[src/hw/rtl/assert_macros.svh]
// Assertion macros shared by the RTL of the triplet loss block.
// Depends on a clock named clk and a reset named rst in the including module.
`ifndef ASSERT_MACROS_SVH
`define ASSERT_MACROS_SVH
`ifndef SYNTHESIS
// Property checked at every clock edge outside reset.
`define TEL_ASSERT(label, prop) \
  label: assert property (@(posedge clk) disable iff (rst) (prop)) \
    else $error("tel assertion failed");
// Condition that must never be true outside reset.
`define TEL_NEVER(label, cond) \
  label: assert property (@(posedge clk) disable iff (rst) !(cond)) \
    else $error("tel forbidden condition");
`else
`define TEL_ASSERT(label, prop)
`define TEL_NEVER(label, cond)
`endif
`endif

[src/hw/rtl/tel_pkg.sv]
// Types and constants of the triplet exponential loss block.
// No dependencies.
`timescale 1ns / 1ps
package tel_pkg;

  // Register indexes of the configuration port.
  localparam logic REG_MARGIN     = 1'b0;
  localparam logic REG_USE_WEIGHT = 1'b1;

  localparam logic [15:0] MARGIN_RESET = 16'd256;
  localparam logic [23:0] LN2_Q24      = 24'd11629080;
  localparam logic [49:0] EXP_LIMIT    = 50'd285212672;
  localparam logic [47:0] SAT48        = 48'hFFFF_FFFF_FFFF;
  localparam logic [31:0] SAT32        = 32'hFFFF_FFFF;
  localparam logic [16:0] ONE_Q16      = 17'd65536;
  localparam logic [15:0] WEIGHT_ONE   = 16'd256;
  localparam logic [3:0]  TAYLOR_TERMS = 4'd12;

  typedef struct packed {
    logic signed [15:0] anchor_value;
    logic signed [15:0] positive_value;
    logic signed [15:0] negative_value;
    logic [15:0]        sample_weight;
    logic               last_channel;
    logic               last_sample;
  } in_item_t;

  typedef struct packed {
    logic [31:0] sample_loss;
    logic [31:0] batch_loss;
    logic        batch_done;
  } out_item_t;

  // Commands from the controller to the datapath.
  typedef struct packed {
    logic capture;
    logic square;
    logic accum;
    logic hinge;
    logic reduce_step;
    logic exp_init;
    logic exp_mul;
    logic div_start_exp;
    logic exp_take;
    logic scale;
    logic weight;
    logic sum;
    logic div_start_mean;
    logic out_load;
  } cmd_t;

  // Status from the datapath to the controller.
  typedef struct packed {
    logic last_channel;
    logic last_sample;
    logic big;
    logic reduce_more;
    logic exp_last;
    logic div_idle;
    logic div_done;
    logic out_free;
  } sts_t;

endpackage

[src/hw/rtl/tel_ctrl.sv]
// Controller state machine sequencing the datapath for one request at a time.
// Depends on tel_pkg and assert_macros.svh.
`timescale 1ns / 1ps
`include "assert_macros.svh"
module tel_ctrl (
  input  logic          clk,
  input  logic          rst,
  input  logic          in_valid,
  output logic          in_stall,
  input  tel_pkg::sts_t sts,
  output tel_pkg::cmd_t cmd
);
  import tel_pkg::*;

  localparam logic [3:0] S_IDLE  = 4'd0;
  localparam logic [3:0] S_SQ    = 4'd1;
  localparam logic [3:0] S_ADD   = 4'd2;
  localparam logic [3:0] S_HINGE = 4'd3;
  localparam logic [3:0] S_RED   = 4'd4;
  localparam logic [3:0] S_EMUL  = 4'd5;
  localparam logic [3:0] S_EDIVS = 4'd6;
  localparam logic [3:0] S_EDIVW = 4'd7;
  localparam logic [3:0] S_SCALE = 4'd8;
  localparam logic [3:0] S_WGT   = 4'd9;
  localparam logic [3:0] S_SUM   = 4'd10;
  localparam logic [3:0] S_MDIVS = 4'd11;
  localparam logic [3:0] S_MDIVW = 4'd12;
  localparam logic [3:0] S_OUTW  = 4'd13;

  logic [3:0] state, state_next;

  assign in_stall = state != S_IDLE;

  // Next state and command decode.
  always_comb begin
    state_next = state;
    cmd        = '0;
    unique case (state)
      S_IDLE: begin
        if (in_valid) begin
          cmd.capture = 1'b1;
          state_next  = S_SQ;
        end
      end
      S_SQ: begin
        cmd.square = 1'b1;
        state_next = S_ADD;
      end
      S_ADD: begin
        cmd.accum  = 1'b1;
        state_next = sts.last_channel ? S_HINGE : S_IDLE;
      end
      S_HINGE: begin
        cmd.hinge  = 1'b1;
        state_next = S_RED;
      end
      S_RED: begin
        if (sts.big) begin
          state_next = S_WGT;
        end else if (sts.reduce_more) begin
          cmd.reduce_step = 1'b1;
        end else begin
          cmd.exp_init = 1'b1;
          state_next   = S_EMUL;
        end
      end
      S_EMUL: begin
        cmd.exp_mul = 1'b1;
        state_next  = S_EDIVS;
      end
      S_EDIVS: begin
        cmd.div_start_exp = 1'b1;
        state_next        = S_EDIVW;
      end
      S_EDIVW: begin
        if (sts.div_done) begin
          cmd.exp_take = 1'b1;
          state_next   = sts.exp_last ? S_SCALE : S_EMUL;
        end
      end
      S_SCALE: begin
        cmd.scale  = 1'b1;
        state_next = S_WGT;
      end
      S_WGT: begin
        cmd.weight = 1'b1;
        state_next = S_SUM;
      end
      S_SUM: begin
        cmd.sum    = 1'b1;
        state_next = sts.last_sample ? S_MDIVS : S_OUTW;
      end
      S_MDIVS: begin
        cmd.div_start_mean = 1'b1;
        state_next         = S_MDIVW;
      end
      S_MDIVW: begin
        if (sts.div_done) state_next = S_OUTW;
      end
      S_OUTW: begin
        if (sts.out_free) begin
          cmd.out_load = 1'b1;
          state_next   = S_IDLE;
        end
      end
      default: state_next = S_IDLE;
    endcase
  end

  always_ff @(posedge clk) begin
    if (rst) state <= S_IDLE;
    else     state <= state_next;
  end

  `TEL_ASSERT(a_accept_to_square, (in_valid && !in_stall) |=> (state == S_SQ))
  `TEL_NEVER(a_load_blocked, cmd.out_load && !sts.out_free)
  `TEL_NEVER(a_div_overlap, (cmd.div_start_exp || cmd.div_start_mean) && !sts.div_idle)
endmodule

[config.mk]
export PLATFORM = sky130hd
export DESIGN_NAME = tel_ctrl
export DESIGN_NICKNAME = d
export VERILOG_FILES = /design/src/hw/rtl/tel_pkg.sv /design/src/hw/rtl/tel_ctrl.sv
export VERILOG_INCLUDE_DIRS = /design/src /design/src/hw/rtl
export SDC_FILE = /design/constraint.sdc
export NUM_CORES = 1
export LEC_CHECK = 0
export ABC_AREA = 1
export BUFFER_PORTS_ARGS = -buffer_cell sky130_fd_sc_hd__buf_2
export CAP_MARGIN = 0
export CORE_MARGIN = 4
export CORE_UTILIZATION = 39
export CTS_CLUSTER_DIAMETER = 120
export DETAILED_ROUTE_END_ITERATION = 16
export PLACE_DENSITY = 0.67
export SLEW_MARGIN = 5
export SYNTH_ARGS = -nofsm -noshare
export SYNTH_HDL_FRONTEND = slang
export SYNTH_SLANG_ARGS = --single-unit
[constraint.sdc]
create_clock -name clk -period 1.4 [get_ports clk]
set_input_delay 0.28 -clock clk [delete_from_list [all_inputs] [get_ports clk]]
set_output_delay 0.28 -clock clk [all_outputs]
set_load 0.1 [all_outputs]
==> results of run 1 <==
stage by stage:
step           setup TNS [ps]  util [%]  setup slack (ps)  hold WS (ps)
3_3_place_gp                0      84.9              45.0           478
3_5_place_dp                0      84.9              41.7           477
4_1_cts                 -1400      95.9              -146           235
2_1_floorplan           -1760         -              -307           339
cell families after synthesis:
logic type | Yosys count
flip-flops | 4
AO/OA/AOI/OAI | 9
buffers and inverters | 25
AND/OR/NAND/NOR | 61
repair_timing:
item                                    CTS
buffers inserted                          9
pin swaps                                 9
endpoints found under the setup margin   14
gates resized for setup                  13
cells in the mapped netlist, drive strengths merged:
| master | n | area share [%] |
|---|---|---|
| a21oi | 5 | 4.9 |
| o21ai | 2 | 2.0 |
| nand4 | 2 | 2.5 |
| nor2 | 23 | 23 |
| inv | 25 | 19 |
| nor3 | 2 | 2.0 |
| nand3 | 7 | 6.9 |
| nand2 | 27 | 21 |
| o21bai | 1 | 1.5 |
| o211ai | 1 | 1.5 |
| dfxtp | 4 | 16 |
==> impl_metrics.csv, run 1 <==
group,metric,value,unit
outcome,status,"stopped before the end",
outcome,failing_step,"global routing (5_1_grt)",
outcome,error_line,"[ERROR DPL-0038] Utilization greater than 100%, impossible to legalize",
place,place_inst,137,
cts,clockRootBuffer,"sky130_fd_sc_hd__clkbuf_4",
synth,synthXorXnorAreaFrac,0,%
synth,syn-mean-instance-area,5.12,um2
cts,cts_num_sinks,4,
floorplanning,placement_rows,12,
cts,clock_path_buffers,2,
place,placement.io_buffers,24,
synth,ys.warnings.count,0,
floorplanning,die_x,44.0,um
place,dpl.hpwl,1.25,mm
place,placedInstanceArea,995,um2
sta,repair-timing-grt-worst-ep,"cmd[0]",
synth,yosysSeqAreaShare,15.8,%
cts,hold_buffers,0,
synth,netlist_instances,99,
cts,clock_tree.htree_level_count,1,
floorplanning,i_o_pins,26,
synth,post_synth_fa_ha_maj_area_fraction,0,%
floorplanning,start_util,43.3,%
synth,syn-num-nets,110,
global_route,largest_net_degree_at_the_start_of_global_routing,7,
synth,synth_simple_gate_area_share,55.8,%
synth,synthDistinctLibCells,16,
sta,timing.worst_endpoint.kind,"primary output",
synth,synth.cell_area,507,um2
synth,compound_cell_area_share_of_the_yosys_netlist,9.88,%
synth,synth_top_family_by_area,"simple AND/OR/NAND/NOR gates",
synth,ys_seq_elements,4,
floorplanning,die-height,44.0,um
synth,muxShareOfSynthArea,0,%
cts,cts-buffers-inserted,3,
place,place_congestion,0.867,
==> run 2, diff against run 1 <==
CORE_AREA = 4 4 65 67   (was default)
CORE_MARGIN = default   (was 4)
CORE_UTILIZATION = default   (was 39)
CTS_CLUSTER_DIAMETER = default   (was 120)
DIE_AREA = 0 0 69 71   (was default)
PLACE_DENSITY = default   (was 0.67)
PLACE_DENSITY_LB_ADDON = 0.15   (was default)
==> impl_metrics.csv, run 2 <==
group,metric,value,unit
place,place_inst,172,
drt,ant_nets,0,
drt,routed_wl,1.92,mm
synth,synth_area_leaders,"sky130_fd_sc_hd__nand2_1, sky130_fd_sc_hd__dfxtp_1, sky130_fd_sc_hd__inv_1",
cts,clockRootBuffer,"sky130_fd_sc_hd__clkbuf_8",
global_route,first_global_vias,746,
synth,synth_edf_count,0,
place,dp_worst_setup_slack,30.3,ps
job,max_cap_viols,0,
worst_hold_path,worstHoldPathCells,2,
power_and_ir_drop,p_int,584,uW
synth,synthDistinctLibCells,16,
synth,ys_top_cells_by_count,"sky130_fd_sc_hd__nand2_1, sky130_fd_sc_hd__inv_1, sky130_fd_sc_hd__nor2_1",
worst_setup_path,start_kind,"flop",
power_and_ir_drop,peakVddDrop,0.822,mV
layout,reg_top3,"state (4)",
worst_hold_path,holdCritStartpoint,"rst",
floorplanning,placeable_core_area,0.00363,mm2
power_and_ir_drop,sw_share,50.4,%
synth,syn-num-nets,110,
floorplanning,die-height,71,um
worst_setup_path,rr_worst_depth,10,
synth,syn-mean-instance-area,5.12,um2
drt,detailedRoute.firstPassIterationCount,4,
synth,synthDominantCellAreaShare,17.8,%
sta,setup_violations,14,
cts,cts_num_sinks,4,
sta,finalHoldViolations,0,
layout,num-nets-final,149,
global_route,largest_net_degree_at_the_start_of_global_routing,6,
cts,clock_latency,210,ps
drt,drtIter0Drc,7,
layout,areaGrowthSynthToFinish,137,%
cts,clock_path_buffers,2,
drt,wl_per_cell,10.5,um
floorplanning,start_util,13.9,%
synth,synth.most_common_cell,"sky130_fd_sc_hd__nand2_1",
sta,clock-skew-final,4.30,ps
sta,timing.final.ws_setup,-165,ps
worst_setup_path,worst_r2r_endpoint,"state[2]",
worst_setup_path,end_kind,"output pin",
cts,clock_tree.htree_level_count,1,
global_route,globalRoute.totalOverflow,0,
drt,drc,0,
layout,final_cell_mix,"sky130_fd_sc_hd__nand2_1, sky130_fd_sc_hd__buf_12, sky130_fd_sc_hd__nor2_4",
power_and_ir_drop,leakage,0.542,nW
worst_hold_path,min_to,"state[0]",
cts,cts-buffers-inserted,3,
layout,drive_above_1_share,62.5,%
sta,slew_viol_final,0,
cts,hold_buffers,0,
global_route,track_usage,8.12,%
worst_setup_path,setup_slack_reg_to_reg,40,ps
cts,cts_tree,"done",
sta,timing.final.crit_share,112,%
global_route,grt_first_pass_wirelength,3.30,mm
layout,antenna-diode-count,0,
synth,netlist_instances,99,
sta,fmax,0.639,GHz
drt,met3RoutedLength,101,um
cts,clk_transition_reported_paths,30,ps
layout,layoutNonFillerInstCount,184,
synth,synthArstFlopShare,0,%
power_and_ir_drop,cellPowerDensity,981,mW/mm2
sta,timing.slew.headroom,85.5,%
power_and_ir_drop,net_switching_power,594,uW
worst_setup_path,timing.critical_path.arrival,1280,ps
drt,drt-vias-per-instance,3.95,
sta,final_period_minus_worst_setup_slack,1560,ps
place,dpl.hpwl,1.59,mm
synth,ys.warnings.count,0,
floorplanning,die_x,69,um
synth,synth_flop_cell,"sky130_fd_sc_hd__dfxtp_1",
floorplanning,placement_rows,22,
drt,wl_met1,873,um
floorplanning,i_o_pins,26,
synth,synth.cell_area,507,um2
power_and_ir_drop,seqPwrFrac,14.6,%
worst_setup_path,reg2reg_from,"state[2]",
drt,detailroute.wirelength.met2,934,um
outcome,failing_checks,"setup timing",
layout,final_core_utilization,33.1,%
layout,final_common_cell,"sky130_fd_sc_hd__nand2_1",
synth,yosysTopAreaCell,"sky130_fd_sc_hd__nand2_1",
worst_setup_path,crit_path_max_fanout,5,
worst_setup_path,worstSetupPathType,"reg2out",
outcome,status,"finished with violations",
place,placement.io_buffers,24,
drt,top_layer_used,"met4",
drt,routed-via-count,726,
synth,yosysSeqAreaShare,15.8,%
floorplanning,design.die.area,0.00490,mm2
power_and_ir_drop,p_comb_share,65.3,%
layout,flip_flop_count_of_the_largest_register_after_layout,4,
place,place_congestion,0.893,
layout,register_with_the_most_flip_flops,"state",
global_route,antenna_found_initial,0,
synth,ys_seq_elements,4,
power_and_ir_drop,clock_power_share,20.0,%
worst_hold_path,hold_path.class,"in2reg",
sta,worst_margin_pin_slew,217,ps
sta,setup_repair_after_global_routing_missed_its_margin,"yes",
worst_setup_path,worst_ep_required_time,1120,ps
==> run 2: what timing repair did <==
item,CTS,global route
resized for setup,13,4
setup buffers,7,2
setup endpoints to repair,14,18
cloned,0,0
pin swaps,8,5
==> run 2: critical path, stage by stage (launching register included) <==
cell and delay (ps):
sky130_fd_sc_hd__dfxtp_4 390, sky130_fd_sc_hd__inv_4 50, sky130_fd_sc_hd__nor2_4 160, sky130_fd_sc_hd__buf_4 150
sky130_fd_sc_hd__nand2_4 50, sky130_fd_sc_hd__clkinvlp_4 100, sky130_fd_sc_hd__buf_12 170
==> run 2: routing by layer <==
metal	global-route usage, %	vias to the layer above
li1	-	373
met3	3.55	2
met2	13.6	21
met4	1.74	0
met1	9.66	330
met5	0	-
==> run 2: worst max path at each step <==
| stage | from | depth (start not counted) | slack (ps) | to |
|---|---|---|---|---|
| floorplan | state[2] | 4 | -310 | cmd[8] |
| global placement | state[3] | 5 | 20 | cmd[4] |
| detailed placement | state[0] | 5 | 30 | cmd[0] |
| CTS | state[2] | 6 | -150 | cmd[6] |
| global route | state[2] | 5 | -220 | cmd[8] |
| finish | state[2] | 6 | -160 | cmd[6] |
==> run 2: logic make-up (layout without fill, tap and decap cells) <==
logic type / Yosys count / in the layout / share of synthesized area (%)
flip-flops: 4 / 4 / 15.8
AND/OR/NAND/NOR: 61 / 61 / 55.8
buffers and inverters: 25 / 62 / 18.5
AO/OA/AOI/OAI: 9 / 9 / 9.87
==> run 2: power groups by stage <==
stage / Combinational [mW] / Clock, mW / Sequential [mW]
2_1_floorplan: 0.494 / 0 / 0.165
3_3_place_gp: 0.716 / 0 / 0.169
3_5_place_dp: 0.718 / 0 / 0.170
4_1_cts: 0.761 / 0.243 / 0.173
5_1_grt: 0.813 / 0.253 / 0.176
6_report: 0.770 / 0.236 / 0.173
==> run 2: stage by stage <==
step / hold slack [ps] / TNS [ps] / total power [mW] / instance area (um2)
2_1_floorplan: 339 / -1760 / 0.659 / 632
3_3_place_gp: 484 / 0 / 0.886 / 1040
3_5_place_dp: 495 / 0 / 0.888 / 1040
4_1_cts: 269 / -1440 / 1.18 / 1170
5_1_grt: 289 / -2310 / 1.24 / 1200
6_report: 275 / -1400 / 1.18 / 1200
==> run 2: area by class of cell <==
type                    instances  area, um2
clock buffers                   3       41.3
fillers                       392       2430
inverters                      25        116
multi-input cells              70        468
flip-flops and latches          4       95.1
well taps                      48       60.1
repair buffers                 34        420
Note: power is estimated with default switching activity, not from simulation.
==> run 3, diff against run 2 <==
==> constraint.sdc (replaced) <==
create_clock -name clk -period 1.4 [get_ports clk]
set_input_delay 0 -clock clk [delete_from_list [all_inputs] [get_ports clk]]
set_output_delay 0 -clock clk [all_outputs]
set_load 0.1 [all_outputs]
==> impl_metrics.csv, run 3 (synthesis gave the netlist of run 2 again) <==
group,metric,value,unit
outcome,status,"finished clean",
layout,antenna-diode-count,0,
place,placement.io_buffers,24,
worst_setup_path,crit_path_max_fanout,6,
cts,clock_tree.htree_level_count,1,
worst_setup_path,critical_path.slowest_cell,"sky130_fd_sc_hd__dfxtp_2",
power_and_ir_drop,leakage,0.520,nW
sta,timing.final.crit_share,95.2,%
job,max_cap_viols,0,
drt,wl_per_cell,9.70,um
cts,clock_path_buffers,2,
sta,final_period_minus_worst_setup_slack,1330,ps
layout,final_common_cell,"sky130_fd_sc_hd__nand2_1",
drt,drt-vias-per-instance,3.73,
floorplanning,placement_rows,22,
worst_setup_path,worst_r2r_endpoint,"state[1]",
global_route,globalRoute.totalOverflow,0,
worst_setup_path,end_kind,"output pin",
power_and_ir_drop,sw_share,51.0,%
drt,drtIter0Drc,15,
layout,areaGrowthSynthToFinish,113,%
cts,clk_transition_reported_paths,30,ps
drt,routed_wl,1.74,mm
sta,fmax,0.751,GHz
cts,clock_latency,220,ps
drt,ant_nets,0,
worst_setup_path,worst_path_dominant_cell_family,"buffers and inverters",
sta,timing.final.ws_setup,67.9,ps
sta,setup_violations,0,
worst_setup_path,start_kind,"flop",
floorplanning,die_x,69,um
sta,slew_viol_final,0,
sta,worst_hold_slack,142,ps
power_and_ir_drop,total_power,1.09,mW
worst_hold_path,holdCritStartpoint,"sts[1]",
place,place_inst,174,
worst_setup_path,critical-path-top-cell-by-count,"sky130_fd_sc_hd__nor2_4",
layout,num-nets-final,143,
worst_setup_path,worstSetupPathType,"reg2out",
power_and_ir_drop,peakVddDrop,0.543,mV
power_and_ir_drop,cellPowerDensity,1010,mW/mm2
worst_setup_path,rr_worst_depth,8,
floorplanning,placeable_core_area,0.00363,mm2
floorplanning,design.die.area,0.00490,mm2
worst_setup_path,sum_of_buffers_and_inverters_on_the_critical_path,3,
sta,finalHoldViolations,0,
worst_setup_path,timing.critical_path.arrival,1330,ps
cts,cts_tree,"done",
drt,drc,0,
global_route,track_usage,7.41,%
place,dp_worst_setup_slack,131,ps
power_and_ir_drop,net_switching_power,555,uW
layout,layoutNonFillerInstCount,179,
layout,drive_above_1_share,49.6,%
power_and_ir_drop,clock_power_share,23.4,%
worst_hold_path,hold_path.class,"in2reg",
worst_setup_path,setup_slack_reg_to_reg,160,ps
place,dpl.hpwl,1.58,mm
floorplanning,die-height,71,um
global_route,grt_first_pass_wirelength,3.00,mm
global_route,largest_net_degree_at_the_start_of_global_routing,7,
power_and_ir_drop,p_int,533,uW
sta,timing.slew.headroom,67.9,%
sta,setup_repair_after_global_routing_missed_its_margin,"yes",
power_and_ir_drop,p_comb_share,61.1,%
layout,reg_top3,"state (4)",
sta,worst_margin_pin_slew,485,ps
cts,cts-buffers-inserted,3,
worst_hold_path,min_to,"state[3]",
floorplanning,i_o_pins,26,
worst_setup_path,critical-path-max-stage-delay,370,ps
cts,cts_setup_buffers,0,
place,place_congestion,0.777,
global_route,antenna_found_initial,0,
layout,register_with_the_most_flip_flops,"state",
layout,final_core_utilization,29.7,%
global_route,first_global_vias,671,
power_and_ir_drop,seqPwrFrac,15.5,%
layout,final_cell_mix,"sky130_fd_sc_hd__nand2_1, sky130_fd_sc_hd__inv_1, sky130_fd_sc_hd__buf_12",
cts,cts_num_sinks,4,
worst_setup_path,reg2reg_from,"state[3]",
worst_hold_path,worstHoldPathCells,4,
floorplanning,start_util,13.9,%
cts,clockRootBuffer,"sky130_fd_sc_hd__clkbuf_8",
sta,clock-skew-final,3.16,ps
drt,routed-via-count,667,
layout,flip_flop_count_of_the_largest_register_after_layout,4,
drt,detailedRoute.firstPassIterationCount,3,
worst_setup_path,path_cells,"inv_2 -> nor2_4 -> nand2_1 -> buf_4 -> nor2_4 -> buf_12",
worst_setup_path,worst_ep_required_time,1400,ps
run 3: power groups by stage:
| stage | Combinational, mW | Sequential, mW | Clock [mW] |
|---|---|---|---|
| 6_report | 0.665 | 0.168 | 0.254 |
| 5_1_grt | 0.709 | 0.172 | 0.273 |
| 4_1_cts | 0.672 | 0.168 | 0.264 |
| 3_5_place_dp | 0.670 | 0.170 | 0 |
| 3_3_place_gp | 0.669 | 0.169 | 0 |
| 2_1_floorplan | 0.477 | 0.165 | 0 |
run 3: layout make-up:
type	count	area, um2
clock buffers	4	45.0
fillers	412	2550
inverters	25	100
multi-input cells	70	422
flip-flops and latches	4	90.1
well taps	48	60.1
repair buffers	28	363
run 3: what timing repair did:
action	CTS	global route
hold buffers	1	0
setup endpoints to repair	0	6
resized for setup	0	2
hold endpoints to repair	3	0
run 3: layer usage:
layer  vias up  track usage [%]  share of wire, %
met1       283             8.71                45
met4         0             1.95               1.0
met2        16             13.1                49
li1        366                -                 -
met5         -                0                 0
met3         2             2.13               4.8
run 3: how the worst max path moves through the flow:
stage / from / end / slack [ps] / depth (start not counted)
floorplan: state[2] / cmd[13] / -150 / 3
global placement: state[2] / state[1] / 140 / 7
detailed placement: state[2] / state[1] / 130 / 7
CTS: state[1] / cmd[5] / 40 / 6
global route: state[2] / cmd[12] / -20 / 4
finish: state[2] / cmd[5] / 70 / 6
run 3: per-stage QoR:
step	TNS, ps	instance area (um2)
2_1_floorplan	-727	607
3_5_place_dp	0	1020
6_report	0	1080
3_3_place_gp	0	1020
4_1_cts	0	1070
5_1_grt	-58.5	1080
run 3: worst reg2reg max path, delay by kind of cell (launching register included):
| family | cells | cell delay, ps |
|---|---|---|
| flops | 1 | 380 |
| simple gates | 4 | 510 |
| compound gates | 1 | 70 |
| buf+inv | 3 | 240 |
==> run 4, diff against run 3 <==
==> constraint.sdc (replaced) <==
create_clock -name clk -period 1.4 [get_ports clk]
set_input_delay 0.21 -clock clk [delete_from_list [all_inputs] [get_ports clk]]
set_output_delay 0.21 -clock clk [all_outputs]
set_load 0.1 [all_outputs]
==> impl_metrics.csv, run 4 (synthesis gave the netlist of run 2 again) <==
group,metric,value,unit
worst_hold_path,hold_path.class,"in2reg",
power_and_ir_drop,leakage,0.551,nW
drt,drt-vias-per-instance,3.78,
floorplanning,die_x,69,um
floorplanning,i_o_pins,26,
cts,clock_tree.htree_level_count,1,
floorplanning,die-height,71,um
drt,ant_nets,0,
sta,timing.final.crit_share,107,%
global_route,globalRoute.totalOverflow,0,
worst_hold_path,holdCritStartpoint,"rst",
worst_setup_path,crit_path_max_fanout,6,
global_route,first_global_vias,738,
cts,clockRootBuffer,"sky130_fd_sc_hd__clkbuf_8",
drt,routed-via-count,700,
floorplanning,placement_rows,22,
place,placedInstanceArea,0.00105,mm2
drt,routed_wl,1.89,mm
outcome,failing_checks,"setup timing",
sta,total_negative_slack,-636,ps
layout,final_common_cell,"sky130_fd_sc_hd__nand2_1",
cts,cts_tree,"done",
worst_setup_path,critPathLaunch,"state[2]",
power_and_ir_drop,peakVddDrop,0.528,mV
cts,clock_path_buffers,2,
cts,clk_transition_reported_paths,30,ps
sta,finalHoldViolations,0,
layout,post-route-cell-area,0.00120,mm2
place,place_inst,172,
job,max_cap_viols,0,
layout,final_cell_mix,"sky130_fd_sc_hd__nand2_1, sky130_fd_sc_hd__buf_12, sky130_fd_sc_hd__nor2_4",
drt,drc,0,
layout,num-nets-final,150,
global_route,grt_first_pass_wirelength,3.27,mm
floorplanning,start_util,13.9,%
layout,layoutNonFillerInstCount,185,
sta,final_period_minus_worst_setup_slack,1500,ps
layout,reg_top3,"state (4)",
worst_setup_path,timing.critical_path.arrival,1290,ps
sta,timing.final.ws_setup,-97.5,ps
layout,areaGrowthSynthToFinish,138,%
layout,flip_flop_count_of_the_largest_register_after_layout,4,
power_and_ir_drop,cellPowerDensity,985,mW/mm2
sta,timing.slew.headroom,85.5,%
floorplanning,placeable_core_area,0.00363,mm2
worst_setup_path,end_kind,"output pin",
sta,worst_margin_pin_slew,217,ps
place,dpl.hpwl,1.56,mm
layout,register_with_the_most_flip_flops,"state",
cts,cts-buffers-inserted,3,
place,placement.io_buffers,24,
drt,wl_per_cell,10.2,um
outcome,status,"finished with violations",
sta,setup_violations,12,
global_route,largest_net_degree_at_the_start_of_global_routing,7,
worst_setup_path,reg2reg_from,"state[2]",
sta,setup_repair_after_global_routing_missed_its_margin,"yes",
layout,antenna-diode-count,0,
global_route,antenna_found_initial,0,
worst_setup_path,worstSetupPathType,"reg2out",
drt,detailedRoute.firstPassIterationCount,4,
place,place_congestion,0.863,
sta,fmax,0.668,GHz
drt,drtIter0Drc,12,
global_route,track_usage,7.89,%
sta,slew_viol_final,0,
worst_setup_path,worst_ep_required_time,1190,ps
cts,cts_num_sinks,4,
worst_setup_path,start_kind,"flop",
sta,clock-skew-final,2.05,ps
cts,clock_latency,210,ps
layout,drive_above_1_share,60.6,%
power_and_ir_drop,total_power,1.19,mW
floorplanning,design.die.area,0.00490,mm2
[run 4: cell count changes in the layout (fill, tap and decap cells not counted), sizes merged]
| cell | delta |
|---|---|
| clkbuf | -1 |
| buf | +8 |
| dlygate4sd3 | -1 |
| clkinvlp | +3 |
| inv | -3 |
[run 4: repair_timing]
item / in CTS / in global routing
pin swaps: 9 / 1
setup buffers: 8 / 2
hold buffers: 0 / 0
setup endpoints to repair: 14 / 18
resized for setup: 11 / 3
endpoints found under the hold margin: 0 / 0
[run 4: area by class of cell]
| type | instances | area (um2) |
|---|---|---|
| clock buffers | 3 | 41.3 |
| repair buffers | 35 | 428 |
| multi-input cells | 70 | 462 |
| well taps | 48 | 60.1 |
| inverters | 25 | 119 |
| flip-flops and latches | 4 | 95.1 |
| fillers | 401 | 2430 |
[run 4: where the power goes]
group / leakage, nW / switching (mW) / internal (mW) / total [mW]
Combinational: 0.494 / 0.501 / 0.281 / 0.782
Clock: 0.0216 / 0.0490 / 0.182 / 0.231
Sequential: 0.0356 / 0.0393 / 0.134 / 0.173
Total: 0.551 / 0.589 / 0.597 / 1.19
[run 4: routing by layer]
layer / global-route usage [%] / share of wire [%]
met5: 0 / 0
met1: 10.2 / 47
met4: 3.25 / 0.85
met2: 12.4 / 48
met3: 2.13 / 4.2
[run 4: critical path, stage by stage (launching register included)]
cell and delay, ps:
sky130_fd_sc_hd__dfxtp_4 400, sky130_fd_sc_hd__inv_4 50, sky130_fd_sc_hd__nor2_4 160, sky130_fd_sc_hd__buf_4 150, sky130_fd_sc_hd__nand2_4 50, sky130_fd_sc_hd__clkinvlp_4 90, sky130_fd_sc_hd__buf_12 170
[run 4: per-stage QoR]
| step | util, % | hold slack, ps | setup slack [ps] |
|---|---|---|---|
| final | 33.2 | 198 | -97.5 |
| after global routing | 33.2 | 209 | -158 |
| after CTS | 32.5 | 196 | -92.1 |
| after detailed placement | 28.9 | 420 | 69.7 |
| after global placement | 28.9 | 411 | 64.7 |
| after floorplan | - | 269 | -249 |
[run 4: worst paths after layout]
check / slack (ps) / depth (start not counted) / to
worst min-delay path: 200 / 2 / state[2]
worst max-delay path: -100 / 6 / cmd[6]
worst min register to register: 530 / 2 / state[0]
worst max register to register: -40 / 10 / state[1]
